## src/rtl/tlom_pkg.sv

```systemverilog
// Shared constants and types of the two-layer occupancy map.
// Field widths, default sizes, command and status codes, sequencer states.
// No dependencies.
package tlom_pkg;

    localparam int CMD_W = 4;
    localparam int ID_W = 6;
    localparam int ST_W = 3;

    localparam int VERTICES_DEF = 64;
    localparam int OBJECTS_DEF = 63;
    localparam int AGENTS_DEF = 63;

    typedef enum logic [CMD_W-1:0] {
        CMD_PLACE_OBJ     = 4'd0,
        CMD_REMOVE_OBJ    = 4'd1,
        CMD_PLACE_AGENT   = 4'd2,
        CMD_REMOVE_AGENT  = 4'd3,
        CMD_CLEAN         = 4'd4,
        CMD_MOVE_AGENT    = 4'd5,
        CMD_AGENT_CARRY   = 4'd6,
        CMD_OBJ_CARRY     = 4'd7,
        CMD_QUERY_VERTEX  = 4'd8,
        CMD_OBJ_LOC       = 4'd9,
        CMD_AGENT_LOC     = 4'd10
    } cmd_e;

    typedef enum logic [ST_W-1:0] {
        ST_OK       = 3'd0,
        ST_BAD_ID   = 3'd1,
        ST_OCCUPIED = 3'd2,
        ST_UNPLACED = 3'd3,
        ST_NOTHING  = 3'd4
    } status_e;

    typedef enum logic [2:0] {
        S_CLEAR,
        S_IDLE,
        S_EVAL,
        S_CARRY,
        S_WRITE,
        S_DONE
    } state_e;

endpackage

```

## src/rtl/tlom_if.sv

```systemverilog
// Valid/ready channel interfaces of the two-layer occupancy map.
// Depends on tlom_pkg for the field widths.
interface tlom_cmd_if;
    logic                        valid;
    logic                        ready;
    logic [tlom_pkg::CMD_W-1:0]  command;
    logic [tlom_pkg::ID_W-1:0]   entity_num;
    logic [tlom_pkg::ID_W-1:0]   vertex_num;

    modport source (output valid, command, entity_num, vertex_num, input ready);
    modport sink (input valid, command, entity_num, vertex_num, output ready);
endinterface

interface tlom_res_if;
    logic                        valid;
    logic                        ready;
    logic [tlom_pkg::ST_W-1:0]   status;
    logic [tlom_pkg::ID_W-1:0]   object_here;
    logic [tlom_pkg::ID_W-1:0]   agent_here;
    logic [tlom_pkg::ID_W-1:0]   location;
    logic                        location_valid;

    modport source (output valid, status, object_here, agent_here, location, location_valid,
                    input ready);
    modport sink (input valid, status, object_here, agent_here, location, location_valid,
                  output ready);
endinterface

```

## src/rtl/tlom_layer.sv

```systemverilog
// One layer of the occupancy map: entity-to-vertex and vertex-to-entity memories.
// Each memory has one write port and one registered read port.
// Depends on tlom_pkg for default sizes.
module tlom_layer #(
    parameter int VERTICES = tlom_pkg::VERTICES_DEF,
    parameter int COUNT = tlom_pkg::OBJECTS_DEF
) (
    input  logic                           clk,
    input  logic [$clog2(COUNT+1)-1:0]     place_rd_addr,
    output logic [$clog2(VERTICES):0]      place_rd_data,
    input  logic                           place_we,
    input  logic [$clog2(COUNT+1)-1:0]     place_wr_addr,
    input  logic [$clog2(VERTICES):0]      place_wr_data,
    input  logic [$clog2(VERTICES)-1:0]    occ_rd_addr,
    output logic [$clog2(COUNT+1)-1:0]     occ_rd_data,
    input  logic                           occ_we,
    input  logic [$clog2(VERTICES)-1:0]    occ_wr_addr,
    input  logic [$clog2(COUNT+1)-1:0]     occ_wr_data
);

    localparam int VW = $clog2(VERTICES);
    localparam int EW = $clog2(COUNT + 1);
    localparam int PW = VW + 1;

    // Place entries hold a placed bit above the vertex number.
    logic [PW-1:0] place_mem [0:COUNT];
    logic [EW-1:0] occ_mem [0:VERTICES-1];
    logic [PW-1:0] place_rd_reg;
    logic [EW-1:0] occ_rd_reg;

    always_ff @(posedge clk)
    begin
        if (place_we)
        begin
            place_mem[place_wr_addr] <= place_wr_data;
        end
        place_rd_reg <= place_mem[place_rd_addr];
    end

    always_ff @(posedge clk)
    begin
        if (occ_we)
        begin
            occ_mem[occ_wr_addr] <= occ_wr_data;
        end
        occ_rd_reg <= occ_mem[occ_rd_addr];
    end

    assign place_rd_data = place_rd_reg;
    assign occ_rd_data = occ_rd_reg;

endmodule

```

## src/rtl/two_layer_occupancy_map.sv

```systemverilog
// Two-layer occupancy map, top level: command sequencer around two layer memories.
// Depends on tlom_pkg, tlom_if and tlom_layer.
//
// Usage: commands arrive on the cmd channel (command, entity_num, vertex_num) and
// each gives exactly one item on the res channel (status, object_here,
// agent_here, location, location_valid). An item is taken when valid and ready
// are both high. The block works on one command at a time; cmd.ready is high
// only while it waits for a command.
// From the accepting edge the sequencer steps through EVAL and DONE for queries,
// removals, cleaning, placing an unplaced entity and commands refused at the
// first check; through EVAL, WRITE and DONE for re-placing or moving an entity
// (its old vertex is vacated in a second write); through EVAL, CARRY and DONE
// for refused combined moves that reached the carry check; and through EVAL,
// CARRY, WRITE and DONE for combined moves, which read the mover's location,
// then the other layer's occupant there, then write. res.valid rises as DONE
// hands the result on, and cmd.ready rises together with it.
// After reset a clearing pass writes every memory entry before the first
// command is accepted. A finished result sits in an output register; while the
// receiver stalls it holds, the next command is still worked on, and its result
// waits in the block with cmd.ready low until the held item is taken.
module two_layer_occupancy_map #(
    parameter int VERTICES = tlom_pkg::VERTICES_DEF,
    parameter int OBJECTS = tlom_pkg::OBJECTS_DEF,
    parameter int AGENTS = tlom_pkg::AGENTS_DEF
) (
    input  logic          clk,
    input  logic          rst_n,
    tlom_cmd_if.sink      cmd,
    tlom_res_if.source    res
);

    localparam int ID_W = tlom_pkg::ID_W;
    localparam int VW = $clog2(VERTICES);
    localparam int OEW = $clog2(OBJECTS + 1);
    localparam int AEW = $clog2(AGENTS + 1);
    localparam int PW = VW + 1;
    localparam int MAXE = (OBJECTS > AGENTS) ? OBJECTS + 1 : AGENTS + 1;
    localparam int MAXD = (VERTICES > MAXE) ? VERTICES : MAXE;
    localparam int CW = $clog2(MAXD);

    tlom_pkg::state_e  state_reg, state_next;
    logic [CW-1:0]     clr_cnt_reg;

    tlom_pkg::cmd_e    cmd_reg;
    logic [ID_W-1:0]   ent_reg;
    logic [ID_W-1:0]   vtx_reg;

    logic [VW-1:0]     here_reg, here_next;
    logic              busy_reg, busy_next;
    logic              wclr_o_reg, wclr_o_next;
    logic              wclr_a_reg, wclr_a_next;

    tlom_pkg::status_e st_reg, st_next;
    logic [ID_W-1:0]   oh_reg, oh_next;
    logic [ID_W-1:0]   ah_reg, ah_next;
    logic [ID_W-1:0]   loc_reg, loc_next;
    logic              locv_reg, locv_next;

    logic              out_valid_reg;
    tlom_pkg::status_e out_st_reg;
    logic [ID_W-1:0]   out_oh_reg;
    logic [ID_W-1:0]   out_ah_reg;
    logic [ID_W-1:0]   out_loc_reg;
    logic              out_locv_reg;

    logic [OEW-1:0]    op_rd_addr;
    logic [PW-1:0]     op_q;
    logic              op_we;
    logic [OEW-1:0]    op_wa;
    logic [PW-1:0]     op_wd;
    logic [VW-1:0]     oo_rd_addr;
    logic [OEW-1:0]    oo_q;
    logic              oo_we;
    logic [VW-1:0]     oo_wa;
    logic [OEW-1:0]    oo_wd;

    logic [AEW-1:0]    ap_rd_addr;
    logic [PW-1:0]     ap_q;
    logic              ap_we;
    logic [AEW-1:0]    ap_wa;
    logic [PW-1:0]     ap_wd;
    logic [VW-1:0]     ao_rd_addr;
    logic [AEW-1:0]    ao_q;
    logic              ao_we;
    logic [VW-1:0]     ao_wa;
    logic [AEW-1:0]    ao_wd;

    logic              op_placed, ap_placed;
    logic [VW-1:0]     op_where, ap_where;
    logic              v_ok, o_id_ok, a_id_ok;
    logic [OEW-1:0]    o_ent;
    logic [AEW-1:0]    a_ent;
    logic [VW-1:0]     v_idx;
    logic [PW-1:0]     v_place;
    logic              out_free;

    tlom_pkg::status_e ev_st;
    logic              ev_carry;
    logic              ev_clr;
    tlom_pkg::status_e cr_st;

    tlom_layer #(
        .VERTICES (VERTICES),
        .COUNT    (OBJECTS)
    ) u_obj_layer (
        .clk           (clk),
        .place_rd_addr (op_rd_addr),
        .place_rd_data (op_q),
        .place_we      (op_we),
        .place_wr_addr (op_wa),
        .place_wr_data (op_wd),
        .occ_rd_addr   (oo_rd_addr),
        .occ_rd_data   (oo_q),
        .occ_we        (oo_we),
        .occ_wr_addr   (oo_wa),
        .occ_wr_data   (oo_wd)
    );

    tlom_layer #(
        .VERTICES (VERTICES),
        .COUNT    (AGENTS)
    ) u_agent_layer (
        .clk           (clk),
        .place_rd_addr (ap_rd_addr),
        .place_rd_data (ap_q),
        .place_we      (ap_we),
        .place_wr_addr (ap_wa),
        .place_wr_data (ap_wd),
        .occ_rd_addr   (ao_rd_addr),
        .occ_rd_data   (ao_q),
        .occ_we        (ao_we),
        .occ_wr_addr   (ao_wa),
        .occ_wr_data   (ao_wd)
    );

    assign op_placed = op_q[VW];
    assign op_where  = op_q[VW-1:0];
    assign ap_placed = ap_q[VW];
    assign ap_where  = ap_q[VW-1:0];

    assign v_ok    = 32'(vtx_reg) < VERTICES;
    assign o_id_ok = (ent_reg != '0) && (32'(ent_reg) <= OBJECTS);
    assign a_id_ok = (ent_reg != '0) && (32'(ent_reg) <= AGENTS);
    assign o_ent   = OEW'(ent_reg);
    assign a_ent   = AEW'(ent_reg);
    assign v_idx   = VW'(vtx_reg);
    assign v_place = {1'b1, v_idx};

    assign out_free = !out_valid_reg || res.ready;

    // Read addresses: the command's fields at acceptance, then the mover's
    // vertex for the second read of a combined move.
    assign op_rd_addr = OEW'(cmd.entity_num);
    assign ap_rd_addr = AEW'(cmd.entity_num);
    assign oo_rd_addr = (state_reg == tlom_pkg::S_EVAL) ? ap_where : VW'(cmd.vertex_num);
    assign ao_rd_addr = (state_reg == tlom_pkg::S_EVAL) ? op_where : VW'(cmd.vertex_num);

    always_comb
    begin
        ev_st = tlom_pkg::ST_OK;
        ev_carry = 1'b0;
        ev_clr = 1'b0;
        case (cmd_reg)
            tlom_pkg::CMD_PLACE_OBJ:
            begin
                if (!o_id_ok || !v_ok)
                    ev_st = tlom_pkg::ST_BAD_ID;
                else if (oo_q != '0)
                    ev_st = tlom_pkg::ST_OCCUPIED;
                else
                    ev_clr = op_placed;
            end
            tlom_pkg::CMD_REMOVE_OBJ:
            begin
                if (!o_id_ok)
                    ev_st = tlom_pkg::ST_BAD_ID;
                else if (!op_placed)
                    ev_st = tlom_pkg::ST_UNPLACED;
            end
            tlom_pkg::CMD_PLACE_AGENT:
            begin
                if (!a_id_ok || !v_ok)
                    ev_st = tlom_pkg::ST_BAD_ID;
                else if (ao_q != '0)
                    ev_st = tlom_pkg::ST_OCCUPIED;
                else
                    ev_clr = ap_placed;
            end
            tlom_pkg::CMD_REMOVE_AGENT:
            begin
                if (!a_id_ok)
                    ev_st = tlom_pkg::ST_BAD_ID;
                else if (!ap_placed)
                    ev_st = tlom_pkg::ST_UNPLACED;
            end
            tlom_pkg::CMD_CLEAN:
            begin
                if (!v_ok)
                    ev_st = tlom_pkg::ST_BAD_ID;
            end
            tlom_pkg::CMD_MOVE_AGENT:
            begin
                if (!a_id_ok || !v_ok)
                    ev_st = tlom_pkg::ST_BAD_ID;
                else if (!ap_placed)
                    ev_st = tlom_pkg::ST_UNPLACED;
                else if (ao_q != '0)
                    ev_st = tlom_pkg::ST_OCCUPIED;
                else
                    ev_clr = 1'b1;
            end
            tlom_pkg::CMD_AGENT_CARRY:
            begin
                if (!a_id_ok || !v_ok)
                    ev_st = tlom_pkg::ST_BAD_ID;
                else if (!ap_placed)
                    ev_st = tlom_pkg::ST_UNPLACED;
                else
                    ev_carry = 1'b1;
            end
            tlom_pkg::CMD_OBJ_CARRY:
            begin
                if (!o_id_ok || !v_ok)
                    ev_st = tlom_pkg::ST_BAD_ID;
                else if (!op_placed)
                    ev_st = tlom_pkg::ST_UNPLACED;
                else
                    ev_carry = 1'b1;
            end
            tlom_pkg::CMD_QUERY_VERTEX:
            begin
                if (!v_ok)
                    ev_st = tlom_pkg::ST_BAD_ID;
            end
            tlom_pkg::CMD_OBJ_LOC:
            begin
                if (!o_id_ok)
                    ev_st = tlom_pkg::ST_BAD_ID;
            end
            tlom_pkg::CMD_AGENT_LOC:
            begin
                if (!a_id_ok)
                    ev_st = tlom_pkg::ST_BAD_ID;
            end
            default:
            begin
                ev_st = tlom_pkg::ST_BAD_ID;
            end
        endcase

        // In the carry step the other layer's occupant read data holds the entity at the mover's vertex.
        if ((cmd_reg == tlom_pkg::CMD_AGENT_CARRY) ? (oo_q == '0) : (ao_q == '0))
            cr_st = tlom_pkg::ST_NOTHING;
        else if (busy_reg)
            cr_st = tlom_pkg::ST_OCCUPIED;
        else
            cr_st = tlom_pkg::ST_OK;
    end

    always_comb
    begin
        state_next = state_reg;
        case (state_reg)
            tlom_pkg::S_CLEAR:
            begin
                if (clr_cnt_reg == CW'(MAXD - 1))
                    state_next = tlom_pkg::S_IDLE;
            end
            tlom_pkg::S_IDLE:
            begin
                if (cmd.valid)
                    state_next = tlom_pkg::S_EVAL;
            end
            tlom_pkg::S_EVAL:
            begin
                if (ev_carry)
                    state_next = tlom_pkg::S_CARRY;
                else if (ev_clr)
                    state_next = tlom_pkg::S_WRITE;
                else
                    state_next = tlom_pkg::S_DONE;
            end
            tlom_pkg::S_CARRY:
            begin
                if (cr_st == tlom_pkg::ST_OK)
                    state_next = tlom_pkg::S_WRITE;
                else
                    state_next = tlom_pkg::S_DONE;
            end
            tlom_pkg::S_WRITE:
            begin
                state_next = tlom_pkg::S_DONE;
            end
            tlom_pkg::S_DONE:
            begin
                if (out_free)
                    state_next = tlom_pkg::S_IDLE;
            end
            default:
            begin
                state_next = tlom_pkg::S_CLEAR;
            end
        endcase
    end

    always_comb
    begin
        op_we = 1'b0;
        op_wa = '0;
        op_wd = '0;
        oo_we = 1'b0;
        oo_wa = '0;
        oo_wd = '0;
        ap_we = 1'b0;
        ap_wa = '0;
        ap_wd = '0;
        ao_we = 1'b0;
        ao_wa = '0;
        ao_wd = '0;
        here_next = here_reg;
        busy_next = busy_reg;
        wclr_o_next = wclr_o_reg;
        wclr_a_next = wclr_a_reg;
        st_next = st_reg;
        oh_next = oh_reg;
        ah_next = ah_reg;
        loc_next = loc_reg;
        locv_next = locv_reg;

        case (state_reg)
            tlom_pkg::S_CLEAR:
            begin
                op_we = 32'(clr_cnt_reg) <= OBJECTS;
                op_wa = OEW'(clr_cnt_reg);
                ap_we = 32'(clr_cnt_reg) <= AGENTS;
                ap_wa = AEW'(clr_cnt_reg);
                oo_we = 32'(clr_cnt_reg) < VERTICES;
                oo_wa = VW'(clr_cnt_reg);
                ao_we = 32'(clr_cnt_reg) < VERTICES;
                ao_wa = VW'(clr_cnt_reg);
            end
            tlom_pkg::S_EVAL:
            begin
                st_next = ev_st;
                oh_next = '0;
                ah_next = '0;
                loc_next = '0;
                locv_next = 1'b0;
                here_next = (cmd_reg == tlom_pkg::CMD_PLACE_OBJ ||
                             cmd_reg == tlom_pkg::CMD_OBJ_CARRY) ? op_where : ap_where;
                busy_next = (oo_q != '0) || (ao_q != '0);
                wclr_o_next = ev_carry ||
                              (ev_clr && cmd_reg == tlom_pkg::CMD_PLACE_OBJ);
                wclr_a_next = ev_carry ||
                              (ev_clr && cmd_reg != tlom_pkg::CMD_PLACE_OBJ);
                if (ev_st == tlom_pkg::ST_OK)
                begin
                    case (cmd_reg)
                        tlom_pkg::CMD_PLACE_OBJ:
                        begin
                            op_we = 1'b1;
                            op_wa = o_ent;
                            op_wd = v_place;
                            oo_we = 1'b1;
                            oo_wa = v_idx;
                            oo_wd = o_ent;
                        end
                        tlom_pkg::CMD_REMOVE_OBJ:
                        begin
                            op_we = 1'b1;
                            op_wa = o_ent;
                            oo_we = 1'b1;
                            oo_wa = op_where;
                        end
                        tlom_pkg::CMD_PLACE_AGENT, tlom_pkg::CMD_MOVE_AGENT:
                        begin
                            ap_we = 1'b1;
                            ap_wa = a_ent;
                            ap_wd = v_place;
                            ao_we = 1'b1;
                            ao_wa = v_idx;
                            ao_wd = a_ent;
                        end
                        tlom_pkg::CMD_REMOVE_AGENT:
                        begin
                            ap_we = 1'b1;
                            ap_wa = a_ent;
                            ao_we = 1'b1;
                            ao_wa = ap_where;
                        end
                        tlom_pkg::CMD_CLEAN:
                        begin
                            op_we = oo_q != '0;
                            op_wa = oo_q;
                            oo_we = oo_q != '0;
                            oo_wa = v_idx;
                            ap_we = ao_q != '0;
                            ap_wa = ao_q;
                            ao_we = ao_q != '0;
                            ao_wa = v_idx;
                        end
                        tlom_pkg::CMD_QUERY_VERTEX:
                        begin
                            oh_next = ID_W'(oo_q);
                            ah_next = ID_W'(ao_q);
                        end
                        tlom_pkg::CMD_OBJ_LOC:
                        begin
                            loc_next = op_placed ? ID_W'(op_where) : '0;
                            locv_next = op_placed;
                        end
                        tlom_pkg::CMD_AGENT_LOC:
                        begin
                            loc_next = ap_placed ? ID_W'(ap_where) : '0;
                            locv_next = ap_placed;
                        end
                        default:
                        begin
                            op_we = 1'b0;
                        end
                    endcase
                end
            end
            tlom_pkg::S_CARRY:
            begin
                st_next = cr_st;
                if (cr_st == tlom_pkg::ST_OK)
                begin
                    if (cmd_reg == tlom_pkg::CMD_AGENT_CARRY)
                    begin
                        op_we = 1'b1;
                        op_wa = oo_q;
                        op_wd = v_place;
                        oo_we = 1'b1;
                        oo_wa = v_idx;
                        oo_wd = oo_q;
                        ap_we = 1'b1;
                        ap_wa = a_ent;
                        ap_wd = v_place;
                        ao_we = 1'b1;
                        ao_wa = v_idx;
                        ao_wd = a_ent;
                    end
                    else
                    begin
                        ap_we = 1'b1;
                        ap_wa = ao_q;
                        ap_wd = v_place;
                        ao_we = 1'b1;
                        ao_wa = v_idx;
                        ao_wd = ao_q;
                        op_we = 1'b1;
                        op_wa = o_ent;
                        op_wd = v_place;
                        oo_we = 1'b1;
                        oo_wa = v_idx;
                        oo_wd = o_ent;
                    end
                end
            end
            tlom_pkg::S_WRITE:
            begin
                oo_we = wclr_o_reg;
                oo_wa = here_reg;
                ao_we = wclr_a_reg;
                ao_wa = here_reg;
            end
            default:
            begin
                op_we = 1'b0;
            end
        endcase
    end

    always_ff @(posedge clk or negedge rst_n)
    begin
        if (!rst_n)
        begin
            state_reg <= tlom_pkg::S_CLEAR;
            clr_cnt_reg <= '0;
            out_valid_reg <= 1'b0;
        end
        else
        begin
            state_reg <= state_next;
            if (state_reg == tlom_pkg::S_CLEAR)
            begin
                clr_cnt_reg <= clr_cnt_reg + 1'b1;
            end
            if (state_reg == tlom_pkg::S_DONE && out_free)
            begin
                out_valid_reg <= 1'b1;
            end
            else if (res.ready)
            begin
                out_valid_reg <= 1'b0;
            end
        end
    end

    always_ff @(posedge clk)
    begin
        if (state_reg == tlom_pkg::S_IDLE && cmd.valid)
        begin
            cmd_reg <= tlom_pkg::cmd_e'(cmd.command);
            ent_reg <= cmd.entity_num;
            vtx_reg <= cmd.vertex_num;
        end
        here_reg <= here_next;
        busy_reg <= busy_next;
        wclr_o_reg <= wclr_o_next;
        wclr_a_reg <= wclr_a_next;
        st_reg <= st_next;
        oh_reg <= oh_next;
        ah_reg <= ah_next;
        loc_reg <= loc_next;
        locv_reg <= locv_next;
        if (state_reg == tlom_pkg::S_DONE && out_free)
        begin
            out_st_reg <= st_reg;
            out_oh_reg <= oh_reg;
            out_ah_reg <= ah_reg;
            out_loc_reg <= loc_reg;
            out_locv_reg <= locv_reg;
        end
    end

    assign cmd.ready = (state_reg == tlom_pkg::S_IDLE);

    assign res.valid = out_valid_reg;
    assign res.status = out_st_reg;
    assign res.object_here = out_oh_reg;
    assign res.agent_here = out_ah_reg;
    assign res.location = out_loc_reg;
    assign res.location_valid = out_locv_reg;

`ifndef SYNTHESIS
    a_no_write_when_waiting: assert property (@(posedge clk) disable iff (!rst_n)
        (state_reg == tlom_pkg::S_IDLE || state_reg == tlom_pkg::S_DONE)
        |-> !(op_we || oo_we || ap_we || ao_we))
        else $error("Memory written while no command is in progress.");

    a_write_step_has_work: assert property (@(posedge clk) disable iff (!rst_n)
        state_reg == tlom_pkg::S_WRITE |-> (wclr_o_reg || wclr_a_reg))
        else $error("Vacating step entered with nothing to vacate.");

    a_carry_leaves_vertex: assert property (@(posedge clk) disable iff (!rst_n)
        (state_reg == tlom_pkg::S_CARRY && cr_st == tlom_pkg::ST_OK) |-> here_reg != v_idx)
        else $error("Combined move onto the mover's own vertex.");

    a_result_from_done: assert property (@(posedge clk) disable iff (!rst_n)
        $rose(out_valid_reg) |-> $past(state_reg) == tlom_pkg::S_DONE)
        else $error("Result item raised outside the completion step.");
`endif

endmodule

```

## src/flat_wrapper.sv

```systemverilog
// flat-port wrapper written by rule: the top's interface ports become plain ports
module two_layer_occupancy_map_flat 
#(
    parameter int VERTICES = tlom_pkg::VERTICES_DEF,
    parameter int OBJECTS = tlom_pkg::OBJECTS_DEF,
    parameter int AGENTS = tlom_pkg::AGENTS_DEF
)
  (clk, rst_n, cmd_valid, cmd_command, cmd_entity_num, cmd_vertex_num, cmd_ready, res_valid, res_status, res_object_here, res_agent_here, res_location, res_location_valid, res_ready);
  tlom_cmd_if cmd_i ();
  tlom_res_if res_i ();
  input  logic clk;
  input  logic rst_n;
  input wire logic [$bits(cmd_i.valid)-1:0] cmd_valid;
  input wire logic [$bits(cmd_i.command)-1:0] cmd_command;
  input wire logic [$bits(cmd_i.entity_num)-1:0] cmd_entity_num;
  input wire logic [$bits(cmd_i.vertex_num)-1:0] cmd_vertex_num;
  output wire logic [$bits(cmd_i.ready)-1:0] cmd_ready;
  output wire logic [$bits(res_i.valid)-1:0] res_valid;
  output wire logic [$bits(res_i.status)-1:0] res_status;
  output wire logic [$bits(res_i.object_here)-1:0] res_object_here;
  output wire logic [$bits(res_i.agent_here)-1:0] res_agent_here;
  output wire logic [$bits(res_i.location)-1:0] res_location;
  output wire logic [$bits(res_i.location_valid)-1:0] res_location_valid;
  input wire logic [$bits(res_i.ready)-1:0] res_ready;
  assign cmd_i.valid = cmd_valid;
  assign cmd_i.command = cmd_command;
  assign cmd_i.entity_num = cmd_entity_num;
  assign cmd_i.vertex_num = cmd_vertex_num;
  assign cmd_ready = cmd_i.ready;
  assign res_valid = res_i.valid;
  assign res_status = res_i.status;
  assign res_object_here = res_i.object_here;
  assign res_agent_here = res_i.agent_here;
  assign res_location = res_i.location;
  assign res_location_valid = res_i.location_valid;
  assign res_i.ready = res_ready;
  two_layer_occupancy_map #(.VERTICES(VERTICES), .OBJECTS(OBJECTS), .AGENTS(AGENTS)) u_core (.clk(clk), .rst_n(rst_n), .cmd(cmd_i), .res(res_i));
endmodule
```

## config.mk

```make
export PLATFORM = sky130hd
export DESIGN_NAME = two_layer_occupancy_map_flat
export DESIGN_NICKNAME = d
export VERILOG_FILES = /design/src/rtl/tlom_pkg.sv /design/src/rtl/tlom_if.sv /design/src/rtl/tlom_layer.sv /design/src/rtl/two_layer_occupancy_map.sv /design/src/flat_wrapper.sv
export SDC_FILE = /design/constraint.sdc
export NUM_CORES = 2
export LEC_CHECK = 0
export ABC_AREA = 1
export BUFFER_PORTS_ARGS = -buffer_cell sky130_fd_sc_hd__buf_2
export CORE_MARGIN = 8
export CORE_UTILIZATION = 47
export DETAILED_ROUTE_END_ITERATION = 6
export PLACE_DENSITY = 0.65
export SYNTH_ARGS = -nofsm -noshare
export SYNTH_HDL_FRONTEND = slang
export SYNTH_SLANG_ARGS = --single-unit
```

## constraint.sdc

```tcl
create_clock -name clk -period 4.8 [get_ports clk]
set_input_delay 0 -clock clk [delete_from_list [all_inputs] [get_ports clk]]
set_output_delay 0 -clock clk [all_outputs]
set_load 0.01 [all_outputs]
```

==> metrics.log <==
INFO  metric status = completed
INFO  metric synthesis.nets = 6498
INFO  metric route.vias.total = 50403
INFO  metric die_height = 414 um
INFO  metric syn-instance-count = 6477
INFO  metric timing.final.max_slew_violations = 0
INFO  metric critPathLaunchType = flop
INFO  metric ys_ff_latch = 1769
INFO  metric placeableCoreArea = 158000 um^2
INFO  metric number_of_buffers_between_clock_root_and_the_deepest_sink = 3
INFO  metric layout_cells_sized_above_1 = 0.0758
INFO  metric post_cts.repair.setup_buffers = 0
INFO  metric worstPathArrival = 4730 ps
INFO  metric irDropWorstVdd = 337 uV
INFO  metric die_footprint = 172000 um^2
INFO  metric cts-resized-gates = 0
INFO  metric final_setup_vio_count = 0
INFO  metric hold_path_class = primary input to flop
INFO  metric worstMarginPinSlew = 1150 ps
INFO  metric grt_antenna_before_repair = 9
INFO  metric timing.hold.ws = 50.2 ps
INFO  metric place_congestion = 0.953
INFO  metric yosysMostFrequentCell = edfxtp_1
INFO  metric criticalPathCategory = flop to flop
INFO  metric grt_setup_unrepaired = no
INFO  metric synth-warning-count = 0
INFO  metric flow.area_growth_from_synthesis = 11.6%
INFO  metric buffer_ports.inserted = 43
INFO  metric numCtsBuffers = 176
INFO  metric clk_pin_slew_worst_paths = 60 ps
INFO  metric drt_first_pass_iters = 6
INFO  metric drt_wl_total = 202 mm
INFO  metric cts_tree = built
INFO  metric initial_utilization = 0.472
INFO  metric pd_cells = 459 nW/um^2
INFO  metric grt_overflow = 0
INFO  metric wirelength_met1 = 82.7 mm
INFO  metric crit_path_start = u_core.cmd_reg[1]
INFO  metric timing.slew.headroom = 0.235
INFO  metric top_level_port_count = 44
INFO  metric layout_top_registers = u_core.u_agent_layer.place_mem x448, u_core.u_obj_layer.place_mem x448
INFO  metric cts.hold.buffers_added = 19
INFO  metric wl_met3 = 17.4 mm
INFO  metric nNetsFinal = 6460
INFO  metric synth_top_cells_by_count = edfxtp_1, nand2_1, nor2_1, nand3_1, o21ai_0
INFO  metric cts.root.buffer_cell = clkbuf_16
INFO  metric worstPathRequired = 5210 ps
INFO  metric grt_first_pass_wirelength = 302 mm
INFO  metric maximum_achievable_frequency = 232 MHz
INFO  metric clock_insertion_delay_at_the_later_pin_of_the_skew_report = 810 ps
INFO  metric detailedRoute.firstIterationViolations = 6110
INFO  metric synth_edf_count = 1733
INFO  metric drt-vias-per-instance = 5.82
INFO  metric maximum_fanout_count_along_the_critical_path = 13
INFO  metric detail-route-antenna-nets = 0
INFO  metric top_signal_layer_used = met4
INFO  metric placementRows = 146
INFO  metric synth_top_area_frac = 0.699
INFO  metric number_of_stages_on_the_worst_hold_path = 2
INFO  metric fin_crit_sh = 0.899
INFO  metric synthTopCellsByArea = edfxtp_1, nand3_1, nand2_1
INFO  metric skew = 33.2 ps
INFO  metric first_global_vias = 48166
INFO  metric cts_num_sinks = 1769
INFO  metric cts-htree-levels = 4
INFO  metric crit-reg2reg-launch = u_core.cmd_reg[1]
INFO  metric r2r.worst_path.cells = 11
INFO  metric ys_types = 37
INFO  metric max_cap_violations = 0
INFO  metric postSynth.topFlopCell = edfxtp_1
INFO  metric power.leakage = 28.0 nW
INFO  metric met2WireLength = 94.8 mm
INFO  metric critical_path_endpoint_category = flop
INFO  metric route.detailed.drc = 0
INFO  metric post_synth_instance_area = 74500 um^2
INFO  metric hold_viol = 0
INFO  metric asyncSetResetFlopFracSynth = 0.00565
INFO  metric postSynthAreaPerCell = 11.5 um^2
INFO  metric drt-wirelength-per-cell = 23.3 um
INFO  metric largest_net_degree_at_the_start_of_global_routing = 205
INFO  metric layout.cells.non_filler = 8664
INFO  metric hp-start = cmd_vertex_num[2]
INFO  metric synth-seq-area-share = 0.709
INFO  metric dp.cells = 8314
INFO  metric hpwl = 121 mm
INFO  metric layout_min_cycle_time = 4310 ps
INFO  metric die_w = 414 um
INFO  metric grt_overall_usage = 0.226
INFO  metric synth_area_leader_cell = edfxtp_1
==> where the power goes <==
group	switching [mW]	internal (mW)	total, mW
clock	5.82	7.66	13.5
sequential	0.352	17.9	18.2
combinational	5.00	1.46	6.46
==> per-stage QoR <==
step | setup WS (ps) | util | power [mW] | cell area (um^2) | TNS, ps
after global routing | 213 | 0.527 | 39.4 | 83100 | 0
after CTS | 532 | 0.527 | 38.2 | 83100 | 0
after global placement | 589 | 0.490 | 24.8 | 77300 | 0
after floorplan | -170 | - | 22.3 | 74500 | -197080
after detailed placement | 499 | 0.490 | 24.8 | 77300 | 0
final | 486 | 0.527 | 38.1 | 83200 | 0
==> placed cells by master (no fill, tap or decap), types with 6 or more instances in the layout <==
cell and count:
edfxtp_1 1733, nand2_1 968, nor2_1 826, nand3_1 741, o21ai_0 565, inv_1 455
nand3b_1 265, o22ai_1 236, clkbuf_16 184, buf_4 80, o211ai_1 63, a21oi_1 60
clkbuf_1 45, buf_2 40, clkinv_1 37, buf_12 34, clkinv_2 29, dfxtp_1 26
dlygate4sd3_1 19, nand3_2 16, o21ai_4 16, inv_2 15, nor2_2 12, o21bai_1 12
nor3_2 10, bufinv_16 10, dfrtp_1 10, o21ai_2 9, diode_2 6, o21ai_1 6
or2_2 6, clkbuf_8 6
==> layer usage <==
| metal | vias to the layer above | global-route usage |
|---|---|---|
| li1 | 22848 | - |
| met1 | 24625 | 0.313 |
| met2 | 2508 | 0.360 |
| met3 | 422 | 0.0409 |
| met4 | 0 | 0.0810 |
| met5 | - | 0 |
==> path summary, 6_finish.rpt <==
kind,endpoint,slack [ps]
worst max-delay path,u_core.u_obj_layer.place_mem[43][3],490
worst min-delay path,u_core.v_idx[2],50
worst max register to register,u_core.u_obj_layer.place_mem[43][3],490
worst min register to register,u_core.res.agent_here[3],410
max in group asynchronous,u_core.clr_cnt_reg[0],4150
min in group asynchronous,u_core.state_reg[0],320
==> cell type report <==
cell class | instances | area (um^2)
diodes | 6 | 15.0
clock buffers | 235 | 4860
clock inverters | 90 | 763
fillers | 13432 | 74700
inverters | 473 | 1790
multi-input cells | 3844 | 18600
flip-flops and latches | 1769 | 52800
well taps | 2072 | 2590
repair buffers | 175 | 1700
==> logic make-up after synthesis <==
group,count (synthesis),share of synthesized area
flip-flops,1769,0.709
XOR/XNOR,5,0.000588
AND/OR/NAND/NOR,2861,0.172
adder cells (fa/ha/maj),1,0.000168
AO/OA/AOI/OAI,977,0.0730
buffers and inverters,864,0.0451
==> worst max-delay path: stages (launching register included) <==
cell	delay, ps
edfxtp_1	470
nand2_2	160
inv_2	50
nand2_1	260
nand2_1	120
nand3_1	90
nand2_1	80
nor2_2	430
nand2_1	390
o21ai_1	700
nand3_1	540
nor2_1	660
(Power assumes the default switching activity.)
